**src/sv/triangle_tangent_basis_macros.svh**
```systemverilog
// Assertion macros for the triangle tangent basis controller.
// No dependencies; included by files that carry concurrent assertions.
`ifndef TRIANGLE_TANGENT_BASIS_MACROS_SVH
`define TRIANGLE_TANGENT_BASIS_MACROS_SVH

// same-cycle implication
`define TTB_ASSERT_NOW(label, clk, rst, ante, cons) \
   label: assert property (@(posedge clk) disable iff (rst) (ante) |-> (cons)) \
      else $error("ttb assertion failed");

// next-cycle implication
`define TTB_ASSERT_NEXT(label, clk, rst, ante, cons) \
   label: assert property (@(posedge clk) disable iff (rst) (ante) |=> (cons)) \
      else $error("ttb assertion failed");

`endif

```
**src/sv/ttb_pkg.sv**
```systemverilog
// Package for the triangle tangent basis block: controller states, command and status types.
// No dependencies.
`timescale 1ns / 1ps
package ttb_pkg;

   typedef enum logic [3:0] {
      S_IDLE,
      S_START_A,
      S_RUN_A,
      S_START_B,
      S_RUN_B,
      S_DET,
      S_START_D,
      S_RUN_D,
      S_EMIT
   } state_type;

   localparam logic [2:0] SEL_DET    = 3'd0;
   localparam logic [2:0] SEL_TAN_X  = 3'd1;
   localparam logic [2:0] SEL_TAN_Y  = 3'd2;
   localparam logic [2:0] SEL_TAN_Z  = 3'd3;
   localparam logic [2:0] SEL_BIT_X  = 3'd4;
   localparam logic [2:0] SEL_BIT_Y  = 3'd5;
   localparam logic [2:0] SEL_BIT_Z  = 3'd6;
   localparam logic [1:0] LAST_CORNER = 2'd2;

   typedef struct packed {
      logic       store0;
      logic       store1;
      logic       delta_load;
      logic       mul_start;
      logic       half;
      logic       det_latch;
      logic       div_start;
      logic [2:0] sel;
   } cmd_type;

   typedef struct packed {
      logic mul_done;
      logic div_done;
      logic det_zero;
   } status_type;

endpackage

```
**src/sv/ttb_req_if.sv**
```systemverilog
// Vertex input channel: valid/ready handshake with position and texture payload.
// No dependencies.
`timescale 1ns / 1ps
interface ttb_req_if #(parameter int COORD_WIDTH = 32);
   logic                          valid;
   logic                          ready;
   logic signed [COORD_WIDTH-1:0] pos_x;
   logic signed [COORD_WIDTH-1:0] pos_y;
   logic signed [COORD_WIDTH-1:0] pos_z;
   logic signed [COORD_WIDTH-1:0] tex_u;
   logic signed [COORD_WIDTH-1:0] tex_v;
   modport source (output valid, pos_x, pos_y, pos_z, tex_u, tex_v, input ready);
   modport sink (input valid, pos_x, pos_y, pos_z, tex_u, tex_v, output ready);
endinterface

```
**src/sv/ttb_rsp_if.sv**
```systemverilog
// Result channel: valid/ready handshake with tangent, bitangent and flags.
// No dependencies.
`timescale 1ns / 1ps
interface ttb_rsp_if #(parameter int COORD_WIDTH = 32);
   logic                          valid;
   logic                          ready;
   logic [1:0]                    corner;
   logic signed [COORD_WIDTH-1:0] tan_x;
   logic signed [COORD_WIDTH-1:0] tan_y;
   logic signed [COORD_WIDTH-1:0] tan_z;
   logic signed [COORD_WIDTH-1:0] bitan_x;
   logic signed [COORD_WIDTH-1:0] bitan_y;
   logic signed [COORD_WIDTH-1:0] bitan_z;
   logic                          degenerate;
   logic                          last;
   modport source (output valid, corner, tan_x, tan_y, tan_z, bitan_x, bitan_y, bitan_z,
                   degenerate, last, input ready);
   modport sink (input valid, corner, tan_x, tan_y, tan_z, bitan_x, bitan_y, bitan_z,
                 degenerate, last, output ready);
endinterface

```
**src/sv/ttb_controller.sv**
```systemverilog
// Sequencer for the triangle tangent basis: corner counting, product/divide steps, emission.
// Depends on ttb_pkg and triangle_tangent_basis_macros.svh.
`timescale 1ns / 1ps
`include "triangle_tangent_basis_macros.svh"
module ttb_controller
   import ttb_pkg::*;
(
   input  logic       clock,
   input  logic       reset,
   input  logic       req_valid,
   output logic       req_ready,
   output logic       rsp_valid,
   input  logic       rsp_ready,
   output logic [1:0] rsp_corner,
   output logic       rsp_last,
   output cmd_type    cmd,
   input  status_type status
);

   state_type  state_ff, state_in;
   logic [1:0] count_ff, count_in;
   logic [2:0] sel_ff, sel_in;
   logic [1:0] copy_ff, copy_in;
   logic       accept;

   assign accept = req_valid && (state_ff == S_IDLE);

   always_ff @(posedge clock) begin
      if (reset) begin
         state_ff <= S_IDLE;
         count_ff <= '0;
         sel_ff   <= '0;
         copy_ff  <= '0;
      end else begin
         state_ff <= state_in;
         count_ff <= count_in;
         sel_ff   <= sel_in;
         copy_ff  <= copy_in;
      end
   end

   always_comb begin
      state_in = state_ff;
      case (state_ff)
         S_IDLE:    if (accept && count_ff == LAST_CORNER) state_in = S_START_A;
         S_START_A: state_in = S_RUN_A;
         S_RUN_A:   if (status.mul_done) state_in = S_START_B;
         S_START_B: state_in = S_RUN_B;
         S_RUN_B: begin
            if (status.mul_done) state_in = (sel_ff == SEL_DET) ? S_DET : S_START_D;
         end
         S_DET:     state_in = status.det_zero ? S_EMIT : S_START_A;
         S_START_D: state_in = S_RUN_D;
         S_RUN_D: begin
            if (status.div_done) state_in = (sel_ff == SEL_BIT_Z) ? S_EMIT : S_START_A;
         end
         S_EMIT:    if (rsp_ready && copy_ff == LAST_CORNER) state_in = S_IDLE;
         default:   state_in = S_IDLE;
      endcase
   end

   always_comb begin
      count_in = count_ff;
      sel_in   = sel_ff;
      copy_in  = copy_ff;
      if (accept) begin
         count_in = (count_ff == LAST_CORNER) ? 2'd0 : count_ff + 2'd1;
         sel_in   = SEL_DET;
         copy_in  = 2'd0;
      end
      if (state_ff == S_DET) sel_in = SEL_TAN_X;
      if (state_ff == S_RUN_D && status.div_done) sel_in = sel_ff + 3'd1;
      if (state_ff == S_EMIT && rsp_ready) copy_in = copy_ff + 2'd1;
   end

   always_comb begin
      req_ready      = (state_ff == S_IDLE);
      cmd.store0     = accept && (count_ff == 2'd0);
      cmd.store1     = accept && (count_ff == 2'd1);
      cmd.delta_load = accept && (count_ff == LAST_CORNER);
      cmd.mul_start  = (state_ff == S_START_A) || (state_ff == S_START_B);
      cmd.half       = (state_ff == S_START_B);
      cmd.det_latch  = (state_ff == S_DET);
      cmd.div_start  = (state_ff == S_START_D);
      cmd.sel        = sel_ff;
      rsp_valid      = (state_ff == S_EMIT);
      rsp_corner     = copy_ff;
      rsp_last       = (copy_ff == LAST_CORNER);
   end

   `TTB_ASSERT_NOW(a_mul_done_in_run, clock, reset, status.mul_done,
                   state_ff == S_RUN_A || state_ff == S_RUN_B)
   `TTB_ASSERT_NOW(a_div_done_in_run, clock, reset, status.div_done, state_ff == S_RUN_D)
   `TTB_ASSERT_NEXT(a_last_to_idle, clock, reset, rsp_valid && rsp_ready && rsp_last,
                    state_ff == S_IDLE)

endmodule

```
**src/sv/ttb_datapath.sv**
```systemverilog
// Datapath: held corners, deltas, serial multiply-accumulate, restoring divider, results.
// Depends on ttb_pkg.
`timescale 1ns / 1ps
module ttb_datapath
   import ttb_pkg::*;
#(
   parameter int COORD_WIDTH = 32,
   parameter int FRAC_BITS   = 16
) (
   input  logic                          clock,
   input  logic                          reset,
   input  cmd_type                       cmd,
   output status_type                    status,
   input  logic signed [COORD_WIDTH-1:0] pos_x,
   input  logic signed [COORD_WIDTH-1:0] pos_y,
   input  logic signed [COORD_WIDTH-1:0] pos_z,
   input  logic signed [COORD_WIDTH-1:0] tex_u,
   input  logic signed [COORD_WIDTH-1:0] tex_v,
   output logic signed [COORD_WIDTH-1:0] tan_x,
   output logic signed [COORD_WIDTH-1:0] tan_y,
   output logic signed [COORD_WIDTH-1:0] tan_z,
   output logic signed [COORD_WIDTH-1:0] bitan_x,
   output logic signed [COORD_WIDTH-1:0] bitan_y,
   output logic signed [COORD_WIDTH-1:0] bitan_z,
   output logic                          degenerate
);

   localparam int W   = COORD_WIDTH;
   localparam int NW  = W + 1;
   localparam int AW  = 2 * W + 3;
   localparam int DW  = 2 * W + 2;
   localparam int DN  = DW + FRAC_BITS;
   localparam int MCW = $clog2(NW);
   localparam int DCW = $clog2(DN + 1);
   localparam logic [NW:0]  LIM     = (NW + 1)'(1) << (W - 1);
   localparam logic [W-1:0] POS_MAX = {1'b0, {(W - 1){1'b1}}};
   localparam logic [W-1:0] NEG_MIN = {1'b1, {(W - 1){1'b0}}};

   logic signed [W-1:0]  hp0_ff [3];
   logic signed [W-1:0]  hp1_ff [3];
   logic signed [W-1:0]  ht0_ff [2];
   logic signed [W-1:0]  ht1_ff [2];
   logic signed [W-1:0]  in_pos [3];
   logic signed [NW-1:0] dp1_ff [3];
   logic signed [NW-1:0] dp2_ff [3];
   logic signed [NW-1:0] du1_ff, dv1_ff, du2_ff, dv2_ff;

   logic signed [NW-1:0] mul_a, mul_b;
   logic signed [AW-1:0] mc_ff, acc_ff, det_ff, term;
   logic [NW-1:0]        mp_ff;
   logic [MCW-1:0]       mcnt_ff;
   logic                 msub_ff, mbusy_ff, mneg, mlast;

   logic [AW-1:0]  acc_abs, det_abs;
   logic [DN-1:0]  nsh_ff;
   logic [DW-1:0]  den_ff, rem_ff;
   logic [NW-1:0]  q_ff;
   logic [DCW-1:0] dcnt_ff;
   logic [2:0]     dsel_ff, widx;
   logic           dneg_ff, ovf_ff, dbusy_ff, degen_ff;
   logic [DW:0]    r2, rr;
   logic           ge, rup;
   logic [NW:0]    qr;
   logic [W-1:0]   qneg, quot;
   logic signed [W-1:0] res_ff [6];

   assign in_pos[0] = pos_x;
   assign in_pos[1] = pos_y;
   assign in_pos[2] = pos_z;

   always_ff @(posedge clock) begin
      if (cmd.store0) begin
         for (int a = 0; a < 3; a++) hp0_ff[a] <= in_pos[a];
         ht0_ff[0] <= tex_u;
         ht0_ff[1] <= tex_v;
      end
      if (cmd.store1) begin
         for (int a = 0; a < 3; a++) hp1_ff[a] <= in_pos[a];
         ht1_ff[0] <= tex_u;
         ht1_ff[1] <= tex_v;
      end
      if (cmd.delta_load) begin
         for (int a = 0; a < 3; a++) begin
            dp1_ff[a] <= NW'(hp1_ff[a]) - NW'(hp0_ff[a]);
            dp2_ff[a] <= NW'(in_pos[a]) - NW'(hp0_ff[a]);
         end
         du1_ff <= NW'(ht1_ff[0]) - NW'(ht0_ff[0]);
         dv1_ff <= NW'(ht1_ff[1]) - NW'(ht0_ff[1]);
         du2_ff <= NW'(tex_u) - NW'(ht0_ff[0]);
         dv2_ff <= NW'(tex_v) - NW'(ht0_ff[1]);
      end
   end

   always_comb begin
      case (cmd.sel)
         SEL_DET:   begin mul_a = cmd.half ? dv1_ff : du1_ff;       mul_b = cmd.half ? du2_ff : dv2_ff; end
         SEL_TAN_X: begin mul_a = cmd.half ? dp2_ff[0] : dp1_ff[0]; mul_b = cmd.half ? dv1_ff : dv2_ff; end
         SEL_TAN_Y: begin mul_a = cmd.half ? dp2_ff[1] : dp1_ff[1]; mul_b = cmd.half ? dv1_ff : dv2_ff; end
         SEL_TAN_Z: begin mul_a = cmd.half ? dp2_ff[2] : dp1_ff[2]; mul_b = cmd.half ? dv1_ff : dv2_ff; end
         SEL_BIT_X: begin mul_a = cmd.half ? dp1_ff[0] : dp2_ff[0]; mul_b = cmd.half ? du2_ff : du1_ff; end
         SEL_BIT_Y: begin mul_a = cmd.half ? dp1_ff[1] : dp2_ff[1]; mul_b = cmd.half ? du2_ff : du1_ff; end
         SEL_BIT_Z: begin mul_a = cmd.half ? dp1_ff[2] : dp2_ff[2]; mul_b = cmd.half ? du2_ff : du1_ff; end
         default:   begin mul_a = '0;                               mul_b = '0;                     end
      endcase
   end

   // shift-add multiply, one multiplier bit per cycle; the sign bit weighs negative
   assign mlast = (mcnt_ff == MCW'(NW - 1));
   assign mneg  = msub_ff ^ mlast;
   assign term  = mp_ff[0] ? mc_ff : '0;

   always_ff @(posedge clock) begin
      if (reset) begin
         mbusy_ff <= 1'b0;
      end else if (cmd.mul_start) begin
         mbusy_ff <= 1'b1;
      end else if (mbusy_ff && mlast) begin
         mbusy_ff <= 1'b0;
      end
   end

   always_ff @(posedge clock) begin
      if (cmd.mul_start) begin
         mc_ff   <= AW'(mul_a);
         mp_ff   <= mul_b;
         mcnt_ff <= '0;
         msub_ff <= cmd.half;
         if (!cmd.half) acc_ff <= '0;
      end else if (mbusy_ff) begin
         acc_ff  <= mneg ? acc_ff - term : acc_ff + term;
         mc_ff   <= mc_ff <<< 1;
         mp_ff   <= mp_ff >> 1;
         mcnt_ff <= mcnt_ff + MCW'(1);
      end
      if (cmd.det_latch) det_ff <= acc_ff;
   end

   always_ff @(posedge clock) begin
      if (reset) begin
         degen_ff <= 1'b0;
      end else if (cmd.det_latch) begin
         degen_ff <= (acc_ff == '0);
      end
   end

   // restoring division of |num| * 2^FRAC_BITS by |det|, then round and saturate
   assign acc_abs = acc_ff[AW-1] ? AW'(-acc_ff) : AW'(acc_ff);
   assign det_abs = det_ff[AW-1] ? AW'(-det_ff) : AW'(det_ff);
   assign r2      = {rem_ff, nsh_ff[DN-1]};
   assign ge      = (r2 >= {1'b0, den_ff});
   assign rr      = {rem_ff, 1'b0};
   assign rup     = (rr >= {1'b0, den_ff});
   assign qr      = {1'b0, q_ff} + (NW + 1)'(rup);
   assign qneg    = -qr[W-1:0];
   assign widx    = dsel_ff - 3'd1;

   always_comb begin
      if (!dneg_ff) quot = (ovf_ff || qr > LIM - (NW + 1)'(1)) ? POS_MAX : qr[W-1:0];
      else          quot = (ovf_ff || qr > LIM) ? NEG_MIN : qneg;
   end

   always_ff @(posedge clock) begin
      if (reset) begin
         dbusy_ff <= 1'b0;
      end else if (cmd.div_start) begin
         dbusy_ff <= 1'b1;
      end else if (dbusy_ff && dcnt_ff == DCW'(DN)) begin
         dbusy_ff <= 1'b0;
      end
   end

   always_ff @(posedge clock) begin
      if (cmd.div_start) begin
         dneg_ff <= acc_ff[AW-1] ^ det_ff[AW-1];
         den_ff  <= det_abs[DW-1:0];
         nsh_ff  <= {acc_abs[DW-1:0], {FRAC_BITS{1'b0}}};
         rem_ff  <= '0;
         q_ff    <= '0;
         ovf_ff  <= 1'b0;
         dcnt_ff <= '0;
         dsel_ff <= cmd.sel;
      end else if (dbusy_ff) begin
         if (dcnt_ff != DCW'(DN)) begin
            rem_ff  <= ge ? DW'(r2 - {1'b0, den_ff}) : DW'(r2);
            q_ff    <= {q_ff[NW-2:0], ge};
            ovf_ff  <= ovf_ff | q_ff[NW-1];
            nsh_ff  <= nsh_ff << 1;
            dcnt_ff <= dcnt_ff + DCW'(1);
         end else begin
            res_ff[widx] <= quot;
         end
      end
   end

   assign status.mul_done = mbusy_ff && mlast;
   assign status.div_done = dbusy_ff && (dcnt_ff == DCW'(DN));
   assign status.det_zero = (acc_ff == '0);

   assign tan_x      = degen_ff ? '0 : res_ff[0];
   assign tan_y      = degen_ff ? '0 : res_ff[1];
   assign tan_z      = degen_ff ? '0 : res_ff[2];
   assign bitan_x    = degen_ff ? '0 : res_ff[3];
   assign bitan_y    = degen_ff ? '0 : res_ff[4];
   assign bitan_z    = degen_ff ? '0 : res_ff[5];
   assign degenerate = degen_ff;

endmodule

```
**src/sv/triangle_tangent_basis.sv**
```systemverilog
// Triangle tangent basis: the first two corners are only held; the third starts the work.
// From the third corner: two serial products for the determinant, a determinant check, then
// for each of the six outputs two serial products and a restoring division, in Q16.16 at the
// defaults. A zero determinant skips to the results. Results leave one a cycle when ready.
// Synchronous active-high reset clears the controller, busy and degenerate flags, not held data.
`timescale 1ns / 1ps
module triangle_tangent_basis
   import ttb_pkg::*;
#(
   parameter int COORD_WIDTH = 32,
   parameter int FRAC_BITS   = 16
) (
   input logic       clock,
   input logic       reset,
   ttb_req_if.sink   req_chan,
   ttb_rsp_if.source rsp_chan
);

   cmd_type    cmd;
   status_type status;

   ttb_controller u_ctrl (
      .clock      (clock),
      .reset      (reset),
      .req_valid  (req_chan.valid),
      .req_ready  (req_chan.ready),
      .rsp_valid  (rsp_chan.valid),
      .rsp_ready  (rsp_chan.ready),
      .rsp_corner (rsp_chan.corner),
      .rsp_last   (rsp_chan.last),
      .cmd        (cmd),
      .status     (status)
   );

   ttb_datapath #(
      .COORD_WIDTH (COORD_WIDTH),
      .FRAC_BITS   (FRAC_BITS)
   ) u_dp (
      .clock      (clock),
      .reset      (reset),
      .cmd        (cmd),
      .status     (status),
      .pos_x      (req_chan.pos_x),
      .pos_y      (req_chan.pos_y),
      .pos_z      (req_chan.pos_z),
      .tex_u      (req_chan.tex_u),
      .tex_v      (req_chan.tex_v),
      .tan_x      (rsp_chan.tan_x),
      .tan_y      (rsp_chan.tan_y),
      .tan_z      (rsp_chan.tan_z),
      .bitan_x    (rsp_chan.bitan_x),
      .bitan_y    (rsp_chan.bitan_y),
      .bitan_z    (rsp_chan.bitan_z),
      .degenerate (rsp_chan.degenerate)
   );

endmodule

```
**src/flat_wrapper.sv**
```systemverilog
// flat-port wrapper written by rule: the top's interface ports become plain ports
module triangle_tangent_basis_flat import ttb_pkg::*;
#(
   parameter int COORD_WIDTH = 32,
   parameter int FRAC_BITS   = 16
)
  (clock, reset, req_chan_valid, req_chan_pos_x, req_chan_pos_y, req_chan_pos_z, req_chan_tex_u, req_chan_tex_v, req_chan_ready, rsp_chan_valid, rsp_chan_corner, rsp_chan_tan_x, rsp_chan_tan_y, rsp_chan_tan_z, rsp_chan_bitan_x, rsp_chan_bitan_y, rsp_chan_bitan_z, rsp_chan_degenerate, rsp_chan_last, rsp_chan_ready);
  ttb_req_if #(.COORD_WIDTH(COORD_WIDTH)) req_chan_i ();
  ttb_rsp_if #(.COORD_WIDTH(COORD_WIDTH)) rsp_chan_i ();
  input logic clock;
  input logic reset;
  input wire logic [$bits(req_chan_i.valid)-1:0] req_chan_valid;
  input wire logic [$bits(req_chan_i.pos_x)-1:0] req_chan_pos_x;
  input wire logic [$bits(req_chan_i.pos_y)-1:0] req_chan_pos_y;
  input wire logic [$bits(req_chan_i.pos_z)-1:0] req_chan_pos_z;
  input wire logic [$bits(req_chan_i.tex_u)-1:0] req_chan_tex_u;
  input wire logic [$bits(req_chan_i.tex_v)-1:0] req_chan_tex_v;
  output wire logic [$bits(req_chan_i.ready)-1:0] req_chan_ready;
  output wire logic [$bits(rsp_chan_i.valid)-1:0] rsp_chan_valid;
  output wire logic [$bits(rsp_chan_i.corner)-1:0] rsp_chan_corner;
  output wire logic [$bits(rsp_chan_i.tan_x)-1:0] rsp_chan_tan_x;
  output wire logic [$bits(rsp_chan_i.tan_y)-1:0] rsp_chan_tan_y;
  output wire logic [$bits(rsp_chan_i.tan_z)-1:0] rsp_chan_tan_z;
  output wire logic [$bits(rsp_chan_i.bitan_x)-1:0] rsp_chan_bitan_x;
  output wire logic [$bits(rsp_chan_i.bitan_y)-1:0] rsp_chan_bitan_y;
  output wire logic [$bits(rsp_chan_i.bitan_z)-1:0] rsp_chan_bitan_z;
  output wire logic [$bits(rsp_chan_i.degenerate)-1:0] rsp_chan_degenerate;
  output wire logic [$bits(rsp_chan_i.last)-1:0] rsp_chan_last;
  input wire logic [$bits(rsp_chan_i.ready)-1:0] rsp_chan_ready;
  assign req_chan_i.valid = req_chan_valid;
  assign req_chan_i.pos_x = req_chan_pos_x;
  assign req_chan_i.pos_y = req_chan_pos_y;
  assign req_chan_i.pos_z = req_chan_pos_z;
  assign req_chan_i.tex_u = req_chan_tex_u;
  assign req_chan_i.tex_v = req_chan_tex_v;
  assign req_chan_ready = req_chan_i.ready;
  assign rsp_chan_valid = rsp_chan_i.valid;
  assign rsp_chan_corner = rsp_chan_i.corner;
  assign rsp_chan_tan_x = rsp_chan_i.tan_x;
  assign rsp_chan_tan_y = rsp_chan_i.tan_y;
  assign rsp_chan_tan_z = rsp_chan_i.tan_z;
  assign rsp_chan_bitan_x = rsp_chan_i.bitan_x;
  assign rsp_chan_bitan_y = rsp_chan_i.bitan_y;
  assign rsp_chan_bitan_z = rsp_chan_i.bitan_z;
  assign rsp_chan_degenerate = rsp_chan_i.degenerate;
  assign rsp_chan_last = rsp_chan_i.last;
  assign rsp_chan_i.ready = rsp_chan_ready;
  triangle_tangent_basis #(.COORD_WIDTH(COORD_WIDTH), .FRAC_BITS(FRAC_BITS)) u_core (.clock(clock), .reset(reset), .req_chan(req_chan_i), .rsp_chan(rsp_chan_i));
endmodule
```
**config.mk**
```make
export PLATFORM = sky130hd
export DESIGN_NAME = triangle_tangent_basis_flat
export DESIGN_NICKNAME = d
export VERILOG_FILES = /design/src/sv/ttb_pkg.sv /design/src/sv/ttb_req_if.sv /design/src/sv/ttb_rsp_if.sv /design/src/sv/ttb_controller.sv /design/src/sv/ttb_datapath.sv /design/src/sv/triangle_tangent_basis.sv /design/src/flat_wrapper.sv
export VERILOG_INCLUDE_DIRS = /design/src /design/src/sv
export SDC_FILE = /design/constraint.sdc
export NUM_CORES = 2
export LEC_CHECK = 0
export BUFFER_PORTS_ARGS = -buffer_cell sky130_fd_sc_hd__buf_4
export CORE_ASPECT_RATIO = 0.6
export CORE_MARGIN = 2
export CORE_UTILIZATION = 35
export DETAILED_ROUTE_END_ITERATION = 10
export HOLD_SLACK_MARGIN = 0.03
export PLACE_DENSITY = 0.56
export SLEW_MARGIN = 20
export SYNTH_ARGS = -nofsm -noshare
export SYNTH_HDL_FRONTEND = slang
export SYNTH_SLANG_ARGS = --single-unit
export TNS_END_PERCENT = 10
```
**constraint.sdc**
```tcl
create_clock -name clock -period 18.77 [get_ports clock]
set_clock_uncertainty 0.05 [all_clocks]
set_input_delay 0.9385 -clock clock [delete_from_list [all_inputs] [get_ports clock]]
set_output_delay 0.9385 -clock clock [all_outputs]
set_load 0.01 [all_outputs]
```
# Yosys cells after proc, flatten, opt, wreduce, memory -nomap -nowiden

Memory sizes are Yosys's and may differ from the RTL's.
Cells that the tools add are included.

$add $sub $neg: 23
$mul: 0
Divide/modulo/power cells: 0
Order comparisons: 4
Equal/unequal tests: 26
Shifts and indexed selects: 0
Mux-type cells: 65
Bitwise logic cells: 3
Reduce and logical (&&, ||, !) cells: 29

Operator list:

| operator             | count |
|---|---|
| $mux 67              | 7 |
| $mux 33              | 12 |
| $sub 32x32->33       | 10 |
| $mux 32              | 9 |
| $mux 82              | 3 |
| $pmux 33 s7          | 1 |
| $mux 66              | 3 |
| $ge 67x66->1         | 2 |
| $neg 66->66          | 2 |
| $pmux 33 s3          | 1 |
| $add 67x67->67       | 1 |
| $logic_not 67->1     | 1 |
| $sub 67x67->67       | 1 |
| $sub 66x66->66       | 1 |
| $pmux 4 s9           | 1 |
| $add 33x1->34        | 1 |
| $gt 34x31->1 const B | 1 |
| $gt 34x32->1 const B | 1 |
| $neg 32->32          | 1 |
| $mux 4               | 7 |
| $eq 4x3->1 const B   | 4 |
| $mux 1               | 14 |
| $reduce_bool 2->1    | 6 |
| $eq 3x3->1 const B   | 3 |
| 30 further kinds     | 57 |

Register bits after elaboration: 630
Latch bits: 0
RAM bits: 710
Memory bits (read-only): 0
Word-level logic and storage cells: 182
Memories kept: 7

Memory list:

| memory             | depth | bits a word | rd ports | clocked after Yosys merged registers in | write ports | RTL line           | RTL |
|---|---|---|---|---|---|---|---|
| u_core.u_dp.res_ff | 6     | 32          | 6        | 0                                       | 1           | ttb_datapath.sv:65 | `logic signed [W-1:0] res_ff [6];` |
| u_core.u_dp.dp1_ff | 3     | 33          | 3        | 0                                       | 3           | ttb_datapath.sv:44 | `logic signed [NW-1:0] dp1_ff [3];` |
| u_core.u_dp.dp2_ff | 3     | 33          | 3        | 0                                       | 3           | ttb_datapath.sv:45 | `logic signed [NW-1:0] dp2_ff [3];` |
| u_core.u_dp.hp0_ff | 3     | 32          | 3        | 0                                       | 3           | ttb_datapath.sv:39 | `logic signed [W-1:0] hp0_ff [3];` |
| u_core.u_dp.hp1_ff | 3     | 32          | 3        | 0                                       | 3           | ttb_datapath.sv:40 | `logic signed [W-1:0] hp1_ff [3];` |
| u_core.u_dp.ht0_ff | 2     | 32          | 2        | 0                                       | 2           | ttb_datapath.sv:41 | `logic signed [W-1:0] ht0_ff [2];` |
| +1 memories        | --    | --          | --       | --                                      | --          | --                 |  |

# Depth between registers and ports, before layout

Word-level depth: 6
Mapped depth: 30

# By module

A second synthesis with hierarchy kept.

Cell total of the unflattened synthesis: 7,660
Area, all modules: 79,139.7 um^2

Modules (own cells, without submodules):

| module         | times used | cells each | area each (um^2) |
|---|---|---|---|
| ttb_datapath   | 1          | 7,566      | 78,342.6 |
| ttb_controller | 1          | 94         | 797.0 |

# Least setup slack after synthesis

No wires, ideal clock.

Kind: register to register
From: register u_core.u_ctrl.state_ff[1]
To: memory u_core.u_dp.hp1_ff[0][0] (netlist bit) (enable)
Library setup time: 0.911 ns
Data arrival time: 13.110 ns
Setup slack: 4.699 ns
Stages on the path, launching flop included: 5
Buffers on the path: 1
Clock period less this slack: 14.071 ns
Path through: dfxtp_1 > clkbuf_1 > nor4_1 > nand2_1 > nor3b_1

RTL lines:

| what                   | RTL line             | RTL |
|---|---|---|
| from (decl)            | ttb_controller.sv:20 | `state_type state_ff, state_in;` |
| from (signal assigned) | ttb_controller.sv:35 | `state_ff <= state_in;` |
| to (decl)              | ttb_datapath.sv:40   |  |

# Worst setup path in the final report

From: register u_core.u_dp.den_ff[43]
To: memory u_core.u_dp.res_ff[2][29] (netlist bit), data pin

Word-level cells in the longest chain between the ends: 6
Elaborated cells between the ends (all ways): 10

RTL lines:

| what                                         | RTL line                                 | RTL |
|---|---|---|
| from (decl)                                  | ttb_datapath.sv:56                       | `logic [DW-1:0] den_ff, rem_ff;` |
| from (signal assigned)                       | ttb_datapath.sv:175                      | `den_ff <= det_abs[DW-1:0];` |
| $ge 67x66->1 (*)                             | ttb_datapath.sv:152                      | `assign rup = (rr >= {1'b0, den_ff});` |
| $add 33x1->34 (*)                            | ttb_datapath.sv:153                      | `assign qr = {1'b0, q_ff} + (NW + 1)'(rup);` |
| $gt 34x31->1 or $gt 34x32->1 (tied branches) | ttb_datapath.sv:158, ttb_datapath.sv:159 |  |
| $logic_or 1x1->1, on equally long branches   | ttb_datapath.sv:158, ttb_datapath.sv:159 |  |
| $mux 32, on equally long branches            | ttb_datapath.sv:158, ttb_datapath.sv:159 |  |
| $mux 32 (*)                                  | ttb_datapath.sv:158                      | `if (!dneg_ff) quot = (ovf_ff \|\| qr > LIM - (NW + 1)'(1)) ? POS_MAX : qr[W-1:0];` |
| net u_core.u_dp.quot[29]                     | ttb_datapath.sv:64                       | `logic [W-1:0] qneg, quot;` |
| to (decl)                                    | ttb_datapath.sv:65                       |  |

The timed path passes the listed nets; every way through them passes the cells marked *.

==> summary.md <==
| Metric | Value |
|---|---|
| Status | `finished, final reports clean` |
| Critical path launch point type | `register` |
| Crit-path max FO | `12` |
| Largest family of logic cells by synthesized area | `compound AO/OA/AOI/OAI gates` |
| GRT Util Overall | `22.06%` |
| CTS tree | `built` |
| Met3 usage | `~5%` |
| DIE AREA | `0.2300 mm²` |
| CP required | `approximately 19 ns` |
| Post-CTS setup buffers | `0` |
| CTS buffer count | `150` |
| Post-synth top flop | `edfxtp_1` |
| Global Route met2 Usage | `just under 30%` |
| CTS Buffer Depth | `4` |
| Routed Antenna Nets | `0` |
| Hold_ws | `0.2443 ns` |
| Vias in the first global route | `slightly below 60000` |
| DRC | `0` |
| Routed wire per std cell | `about 23 µm` |
| Placed Instances | `10900` |
| Final Hold Viols | `0` |
| Post-Synthesis Cells | `~7800` |
| Final period util | `roughly 44%` |
| PD cells | `138.4 mW/mm²` |
| Final #Nets | `around 8700` |
| Post-CTS sizing | `0` |
| IO Pins | `roughly 360` |
| Mux cell area share after synthesis | `1.061%` |
| Final non-filler cell total | `between 10000 and 15000` |
| Netlist cell types | `86` |
| Simple-gate share of the synthesized area | `roughly 14%` |
| Area growth, synth to finish | `14.06%` |
| Ys Warns | `0` |
| Critical Path AT | `roughly 8.7 ns` |
| CP cell instances | `inv_1 > ha_1 > nand4_1 > nor3_1 > and4_1 > nand3_1 > nand4b_1 > o21ai_2 > ha_1 > ha_1 > nand3_1 > nor3_1 > o211ai_1 > a2111oi_1 > buf_4 > o211ai_1 > a221oi_1 > nand4bb_1 > nor2_1 > xnor2_1 > a221oi_1` |
| DR pass1 iterations | `7` |
| Adder-cell share of the synthesized area | `7.735%` |
| Detail Placement HPWL | `197.1 mm` |
| Synth Net Count | `8410` |
| Max stage delay on crit path | `0.70 ns` |
| # rows | `roughly 140` |
| Sequential element share of the synthesized area | `approximately 50%` |
| Largest net degree at the start of global routing | `about 140` |
| Most used cell, CP | `ha_1` |
| Initial antenna violation count | `27` |
| Actual slew at the worst max-slew pin | `~1.2 ns` |
| Post-Place Cell Area | `approximately 0.085 mm²` |
| Peak supply drop | `a little over 90 µV` |
| Worst-Skew Late Latency | `approximately 0.84 ns` |
| Horizontal die dimension | `around 600 µm` |
| Total routed wirelength | `about 260 mm` |
| Hold-fix buffers, CTS | `0` |
| Starting DRT DRC Count | `between 7000 and 8000` |
| Clock root cell | `clkbuf_16` |
| Setup total negative slack | `0 ns` |
| Clock slew at reported path FFs | `~0.06 ns` |
| Synthesized area per cell | `just over 10 µm²` |
| Synth Cell Area | `a little under 0.08 mm²` |
| Final instance area | `around 0.090 mm²` |
| XOR/XNOR share of the synthesized area | `6.564%` |
| Fillers | `between 20000 and 25000` |
| GP Congestion | `approximately 0.94` |
| Vias post-DR | `roughly 63000` |
| RSZ-0062 raised after global routing | `no` |
| Worst min path class | `in2reg` |
| Post-synth EDFFs | `around 1200` |
| Sink Count | `~1300` |
| Global-route wire length before repair | `a little under 400 mm` |
| Maximum capacitance violations | `0` |
| Asr flop ratio synth | `0%` |
| Leak Pwr | `34.62 nW` |
| Post-layout min period | `a little over 8 ns` |
| Max Fclk | `between 0.1 and 0.15 GHz` |
| Crit. End Element | `register` |
| H-Tree Depth | `4` |
| Slew margin rel. | `approximately 17%` |
| Grt peak-use layer | `met1` |
| CP Class | `reg2reg` |
| Total gr overflow | `0` |
| Compound-cell area share of the yosys netlist | `17.70%` |
| Placeable Area | `roughly 0.23 mm²` |
| Die Span Y | `372.3 µm` |
| Routed vias/inst | `5.645` |
| Endpoints failing setup | `0` |
| Initial core utilization | `a little over a third` |
| Buffers added on ports | `361` |
| Post-synthesis register bit count | `1340` |
| Layout cell share with drive strength beyond 1 | `9.489%` |
| GR Util met1 | `between 30% and 40%` |
| Final slew viol count | `0` |
| CP max stage cell | `a221oi_1` |
-- cell usage after synthesis, drive strengths merged (13+ instances only) --
library cell / number / area (µm²)
nand2: 820 / 3078
or2: 26 / 165.2
inv: 418 / 1569
nor2: 531 / 1993
nand2b: 85 / 534.3
and3: 44 / 275.3
nand4: 73 / 456.7
nor4: 58 / 362.9
a21oi: 627 / 3138
a21boi: 25 / 187.7
o21a: 85 / 638.1
a211oi: 105 / 788.3
nand3: 114 / 570.6
mux2i: 76 / 760.7
o31ai: 51 / 382.9
edfxtp: 1213 / 36420
a21o: 216 / 1622
o22ai: 27 / 168.9
o2111ai: 17 / 148.9
o31a: 23 / 201.4
o21ai: 488 / 2442
o41ai: 29 / 269.0
nor3: 142 / 710.7
a2111oi: 17 / 150.1
nor2b: 274 / 1714
a22o: 47 / 411.6
a31oi: 70 / 437.9
a22oi: 41 / 307.8
or4: 41 / 334.1
a222oi: 37 / 370.4
or3: 64 / 405.4
xnor2: 362 / 3171
a221oi: 69 / 604.3
o21bai: 54 / 405.4
buf: 36 / 136.4
clkbuf: 283 / 1062
a311oi: 14 / 122.6
and2: 34 / 212.7
ha: 470 / 5881
o211ai: 24 / 180.2
a211o: 16 / 140.1
a31o: 13 / 113.9
dfxtp: 127 / 2542
xor2: 231 / 2023
-- placed cells by master, fill, tap and decap left out, drive strengths merged, types with 274 or more instances in the layout --
cell type  netlist  layout
nor2           531     531
inv            418     423
buf             36     441
a21oi          627     627
xnor2          362     362
o21ai          488     488
edfxtp        1213    1213
nand2          820     820
nor2b          274     274
ha             470     470
-- final cells by class --
class | instances | area, µm² | share of cell area (%)
flip-flops and latches | 1340 | 38970 | 43.18
clock buffers | 170 | 3913 | 4.335
repair buffers | 441 | 3336 | 3.696
well taps | 3014 | 3771 | 4.178
multi-input cells | 5686 | 37630 | 41.69
clock inverters | 90 | 1031 | 1.142
diodes | 6 | 15.01 | 0.01664
inverters | 419 | 1588 | 1.759
-- critical path, delay by kind of cell (launching register included) --
| kind | cells | cell delay (ns) |
|---|---|---|
| adder cells (fa/ha/maj) | 3 | 1.40 |
| AND/OR/NAND/NOR | 9 | 2.99 |
| XOR/XNOR | 1 | 0.11 |
| AO/OA/AOI/OAI | 6 | 2.80 |
| buffers and inverters | 2 | 0.27 |
| flip-flops | 1 | 0.33 |
-- routing by layer --
| layer | wire (µm) | vias up | share of wire, % |
|---|---|---|---|
| li1 | - | 29180 | - |
| met1 | 129000 | 30890 | 49 |
| met2 | 101600 | 2629 | 39 |
| met3 | 25550 | 335 | 9.8 |
| met4 | 5165 | 6 | 2.0 |
| met5 | 43 | - | 0.016 |
-- where the power goes --
part           leakage [nW]  internal (W)  switching (W)
Sequential             12.1       0.00410       0.000424
Combinational          20.1       0.00185        0.00304
Clock                  2.40       0.00180        0.00128
-- sequential cells by signal (all words and copies together) (netlist names), 33 cells and up --
signal and flops:
u_core.u_dp.q_ff 33, u_core.u_dp.den_ff 66, u_core.u_dp.rem_ff 66, u_core.u_dp.ht0_ff 64
u_core.u_dp.nsh_ff 66, u_core.u_dp.hp1_ff 96, u_core.u_dp.dp2_ff 99, u_core.u_dp.ht1_ff 64
u_core.u_dp.mp_ff 33, u_core.u_dp.mc_ff 67, u_core.u_dp.hp0_ff 96, u_core.u_dp.dp1_ff 99
u_core.u_dp.du2_ff 33, u_core.u_dp.dv1_ff 33, u_core.u_dp.du1_ff 33, u_core.u_dp.dv2_ff 33
u_core.u_dp.det_ff 67, u_core.u_dp.acc_ff 67, u_core.u_dp.res_ff 192
-- metrics by stage --
stage	worst slack [ns]	utilization [%]	total power, W
global placement	10.79	37.87	0.009336
finish	10.51	40.08	0.01249
floorplan	4.699	-	0.007986
detailed placement	10.46	37.87	0.009372
global route	9.842	40.08	0.01325
CTS	10.41	40.07	0.01249
-- cell families (layout without fill, tap and decap cells) --
logic type	after synthesis	after routing
simple gates	2355	2355
other cells	0	6
fa+ha+maj	482	482
compound gates	2175	2175
xor+xnor	593	593
mux	81	81
flops	1340	1340
buf+inv	738	1120
-- worst paths after layout --
check | cells past startpoint | end | slack, ns | start
max | 21 | u_core.u_dp.res_ff[2][29] | 10.51 | u_core.u_dp.den_ff[43]
min reg2reg | 2 | u_core.u_dp.rem_ff[1] | 0.43 | u_core.u_dp.rem_ff[1]
min | 1 | u_core.u_dp.hp1_ff[0][45] | 0.24 | req_chan_pos_y[13]
max reg2reg | 21 | u_core.u_dp.res_ff[2][29] | 10.51 | u_core.u_dp.den_ff[43]
Power figures use the tool's default switching activity.
